**config.mk**
```make
export PLATFORM = sky130hd
export DESIGN_NAME = rtct_ram
export DESIGN_NICKNAME = d
export VERILOG_FILES = /design/src/hdl/rtct_ram.sv
export SDC_FILE = /design/constraint.sdc
export NUM_CORES = 1
export LEC_CHECK = 0
export BUFFER_PORTS_ARGS = -buffer_cell sky130_fd_sc_hd__buf_4
export CAP_MARGIN = 15
export CELL_PAD_IN_SITES_DETAIL_PLACEMENT = 1
export CELL_PAD_IN_SITES_GLOBAL_PLACEMENT = 1
export CORE_ASPECT_RATIO = 0.6
export CORE_MARGIN = 8
export CORE_UTILIZATION = 59
export CTS_CLUSTER_DIAMETER = 30
export DETAILED_ROUTE_END_ITERATION = 6
export GPL_TIMING_DRIVEN = 1
export PLACE_DENSITY_LB_ADDON = 0.15
export SLEW_MARGIN = 10
export SYNTH_ARGS = -nofsm -noshare
export SYNTH_HDL_FRONTEND = slang
export SYNTH_SLANG_ARGS = --single-unit
```
**constraint.sdc**
```tcl
create_clock -name i_clk -period 3.5 [get_ports i_clk]
set_clock_uncertainty 0.05 [all_clocks]
set_input_delay 0.7 -clock i_clk [delete_from_list [all_inputs] [get_ports i_clk]]
set_output_delay 0.7 -clock i_clk [all_outputs]
set_load 0.05 [all_outputs]
```
**src/hdl/rtct_ram.sv**
```systemverilog
// Generic simple dual-port RAM, one write and one registered read port.
// No dependencies.
module rtct_ram #(
    parameter int unsigned WIDTH = 8,
    parameter int unsigned DEPTH = 32
) (
    input  logic                     i_clk,
    input  logic                     i_we,
    input  logic [$clog2(DEPTH)-1:0] i_waddr,
    input  logic [WIDTH-1:0]         i_wdata,
    input  logic [$clog2(DEPTH)-1:0] i_raddr,
    output logic [WIDTH-1:0]         o_rdata
);
    logic [WIDTH-1:0] r_mem [DEPTH];
    logic [WIDTH-1:0] r_rdata;

    always_ff @(posedge i_clk) begin
        if (i_we) begin
            r_mem[i_waddr] <= i_wdata;
        end
        r_rdata <= r_mem[i_raddr];
    end

    assign o_rdata = r_rdata;
endmodule

```
# --- Word-level counts from Yosys, hierarchy flattened ---
# Memories as Yosys holds them, arrays and structs flattened. A register that Yosys moved wholly into a read port is not among the register bits.
# Index checks and enable logic that the tools add are counted.
word_totals:
  mem_count: 1
  mem_bits_rw: 256
  output_inout_bits: 8
  reg_bits: 0
classes:
  muxes: 2
mem_list:
  columns: ["memory", "depth", "word_bits", "read_ports", "rd_clocked_by_memory_dff", "wr", "line", "text"]
  rows:
  - ["r_mem", 32, 8, 1, 1, 1, "14", "logic [WIDTH-1:0] r_mem [DEPTH];"]
op_table:
  columns: ["operator", "n"]
  rows:
  - ["$mux 1", 2]

# --- Logic depth before layout (Yosys ltp) ---
logic_depth:
  depth_word: 2
  ltp_mapped: 5

# --- Least setup slack after synthesis ---
# OpenSTA, ideal clock, no wires.
synth_timing:
  path_kind: "in2reg"
  start: "in i_raddr[2]"
  end: "reg r_rdata[0], in the netlist o_rdata[0], read port of r_mem"
  t_arrival_ns: 2.382
  setup_time_ns: 0.121
  slack_ns: 0.948
  path_buffers: 2
  required_time_ns: 3.329
  path_stages: 5
  cell_sequence: "clkbuf_1 clkbuf_1 mux4_2 mux4_2 mux2_2"
synth_rtl:
  columns: ["element", "line", "text"]
  rows:
  - ["start, declared", "11", "input logic [$clog2(DEPTH)-1:0] i_raddr,"]
  - ["end, declared", "15", "logic [WIDTH-1:0] r_rdata;"]

==> impl_metrics.env <==
export IMPL_power_frac_clock=0.476
export IMPL_grt_met1_usage=0.345
export IMPL_routed_via_density=6.37
export IMPL_clkTransAtPathRegs_ns=0.06
export IMPL_gr_usage_met3=0.0533
export IMPL_synth_seq_area_share=0.781
export IMPL_num_vias=4691
export IMPL_dp_final_hpwl_mm=14.4
export IMPL_endpoint_kind="flop"
export IMPL_hp_start="i_raddr[3]"
export IMPL_r2r_start="r_mem[21][7]"
export IMPL_die_x_microns=185
export IMPL_hp_class="input pin to flop"
export IMPL_vdd_ir_drop_max_mv=0.423
export IMPL_tightest_slew_ns=0.988
export IMPL_yosysUniqueCellTypes=15
export IMPL_fmax_mhz=421
export IMPL_synth_seq_cells=264
export IMPL_stdcell_area_sq_mm=0.0118
export IMPL_setup_viol=0
export IMPL_root_buffer="clkbuf_16"
export IMPL_postLayoutCoreUtil=0.697
export IMPL_grt_max_degree=33
export IMPL_cts_setup_buffers=0
export IMPL_start_util=0.595
export IMPL_crit_fanout=18
export IMPL_remaining_drc_errors=0
export IMPL_num_rows=37
export IMPL_worst_ep_arrival_time_ns=2.71
export IMPL_grt_overflow=0
export IMPL_drtPass1Iterations=4
export IMPL_wire_per_inst_microns=32.2
export IMPL_layout_drive_gt1_share=0.373
export IMPL_synth_area_top_cells="edfxtp_1, mux4_2, dfxtp_1, nor2_1, mux2_2"
export IMPL_cts_sinks=264
export IMPL_yosysTopAreaCellShare=0.765
export IMPL_p_sw_frac=0.211
export IMPL_clock_latency_ns=0.51
export IMPL_p_sw_mw=1.59
export IMPL_die_area_sq_mm=0.0216
export IMPL_grt_antenna_before_repair=1
export IMPL_worstRegToRegCells=3
export IMPL_finalMaxSlewViolations=0
export IMPL_grt_pass1_wl_mm=34.9
export IMPL_placed_cell_area_sq_mm=0.0106
export IMPL_hold_depth=2
export IMPL_diodes=0
export IMPL_hold_viol_final=0
export IMPL_cts_resized=0
export IMPL_grt_use_met2=0.350
export IMPL_leakagePower_nw=3.76
export IMPL_synthesis_area_sq_mm=0.0101
export IMPL_cts_max_level=2
export IMPL_cp_startpoint="i_raddr[0]"
export IMPL_power_density_mw_per_mm2=639
export IMPL_nets=497
export IMPL_die_height_microns=117
export IMPL_relSlewSlack=0.339
export IMPL_min_period_ns=2.38
export IMPL_crit_required_ns=3.84
export IMPL_hold_buffers=0
export IMPL_intPower_mw=5.94
export IMPL_synth_top_area_cell="edfxtp_1"
export IMPL_grt_pass1_vias=5015
export IMPL_clk_path_buf_depth=3
export IMPL_rsz0062_at_grt="false"
export IMPL_drt_initial_drc_count=546
export IMPL_crit_type="input pin to flop"
export IMPL_seq_power_share=0.470
export IMPL_grt_use_total=0.232
export IMPL_drv_cap=0
export IMPL_rr_endpoint="o_rdata[7]"
export IMPL_ys_warn_count=0
export IMPL_syn_area_per_cell_sq_um=24.1
export IMPL_p_comb_frac=0.054
export IMPL_endpoint="o_rdata[3]"
export IMPL_status="complete, no violations"
export IMPL_grt_busiest_layer="met2"
export IMPL_cts_made_buffers=37
export IMPL_ioPinCount=28
export IMPL_setup_tns_ns=0
export IMPL_portBuffers=27
export IMPL_min_period_over_period=0.679
export IMPL_cts_tree="yes"
export IMPL_areaGrowthSynthToFinish_pct=17.2
export IMPL_gp_congestion=0.766
export IMPL_fillers=1260
export IMPL_regToRegSetupSlack_ns=1.59
export IMPL_crit_path_start_kind="input pin"
export IMPL_antenna_left=0
export IMPL_syn_inst=417
export IMPL_core_area_sq_mm=0.0169
export IMPL_routed_wl_mm=23.7
export IMPL_syn_nets=437
==> cells by family after synthesis <==
family,after synthesis,synth area share
mux,88,0.188
flops,264,0.781
buf+inv,20,0.0106
simple gates,45,0.0207
==> per-layer routing <==
metal	wire, microns	vias to the layer above
met5	13	-
met4	279	2
met3	1900	29
met2	10800	227
met1	10700	2527
li1	-	1906
==> Yosys cell counts <==
master,n
buf_1,6
nand2_1,1
nor2_1,33
or3_1,1
edfxtp_1,256
nand3_1,2
clkbuf_1,6
buf_2,1
buf_6,1
mux4_2,80
nand3b_1,5
mux2_2,8
or3b_2,3
dfxtp_1,8
buf_4,6
==> power groups by stage <==
| stage | Clock, mW | Sequential [mW] | Combinational [mW] |
|---|---|---|---|
| 4_1_cts | 3.62 | 3.54 | 0.407 |
| 3_5_place_dp | 0 | 3.60 | 0.402 |
| 6_report | 3.58 | 3.54 | 0.405 |
| 5_1_grt | 3.75 | 3.54 | 0.424 |
| 3_3_place_gp | 0 | 3.60 | 0.388 |
| 2_1_floorplan | 0 | 3.64 | 0.187 |
==> layout make-up <==
class,instances,area (sq um),share of cell area
multi-input cells,133,2100,0.178
well taps,234,293,0.0249
repair buffers,41,345,0.0293
flip-flops and latches,264,7850,0.666
clock buffers,48,1050,0.0891
clock inverters,16,146,0.0124
==> critical path, cell delays in order <==
cell	delay, ns
buf_4	0.34
buf_4	0.30
mux4_2	0.56
mux4_2	0.51
mux2_2	0.29
==> flip-flops by register name, summed over array words and instances, names as in the netlist <==
name	cells
r_mem	256
o_rdata	8
==> how the worst min path moves through the flow <==
stage                              to
after detailed placement   o_rdata[4]
after CTS                  o_rdata[0]
after floorplan           r_mem[0][0]
after global placement     o_rdata[2]
after global routing       o_rdata[0]
final                      o_rdata[0]
==> stage by stage <==
stage,hold WS [ns],cells,worst slack (ns),power [mW]
after floorplan,0.749,417,0.948,3.82
after global placement,0.839,672,0.647,3.99
after detailed placement,0.861,672,0.605,4.00
after CTS,0.498,736,1.11,7.57
after global routing,0.504,736,1.04,7.71
final,0.523,736,1.12,7.53
==> layout by cell type (no fill, tap or decap), types with 3 or more instances in the layout <==
cell        count
clkinv_1        4
clkinvlp_4      4
nor2_1         33
clkbuf_1        5
dfxtp_1         8
buf_12          3
edfxtp_1      256
buf_4          38
mux2_2          8
nand3b_1        5
clkbuf_16      39
or3b_2          3
clkinv_2        3
clkbuf_8        4
mux4_2         80
(Power assumes the default switching activity.)
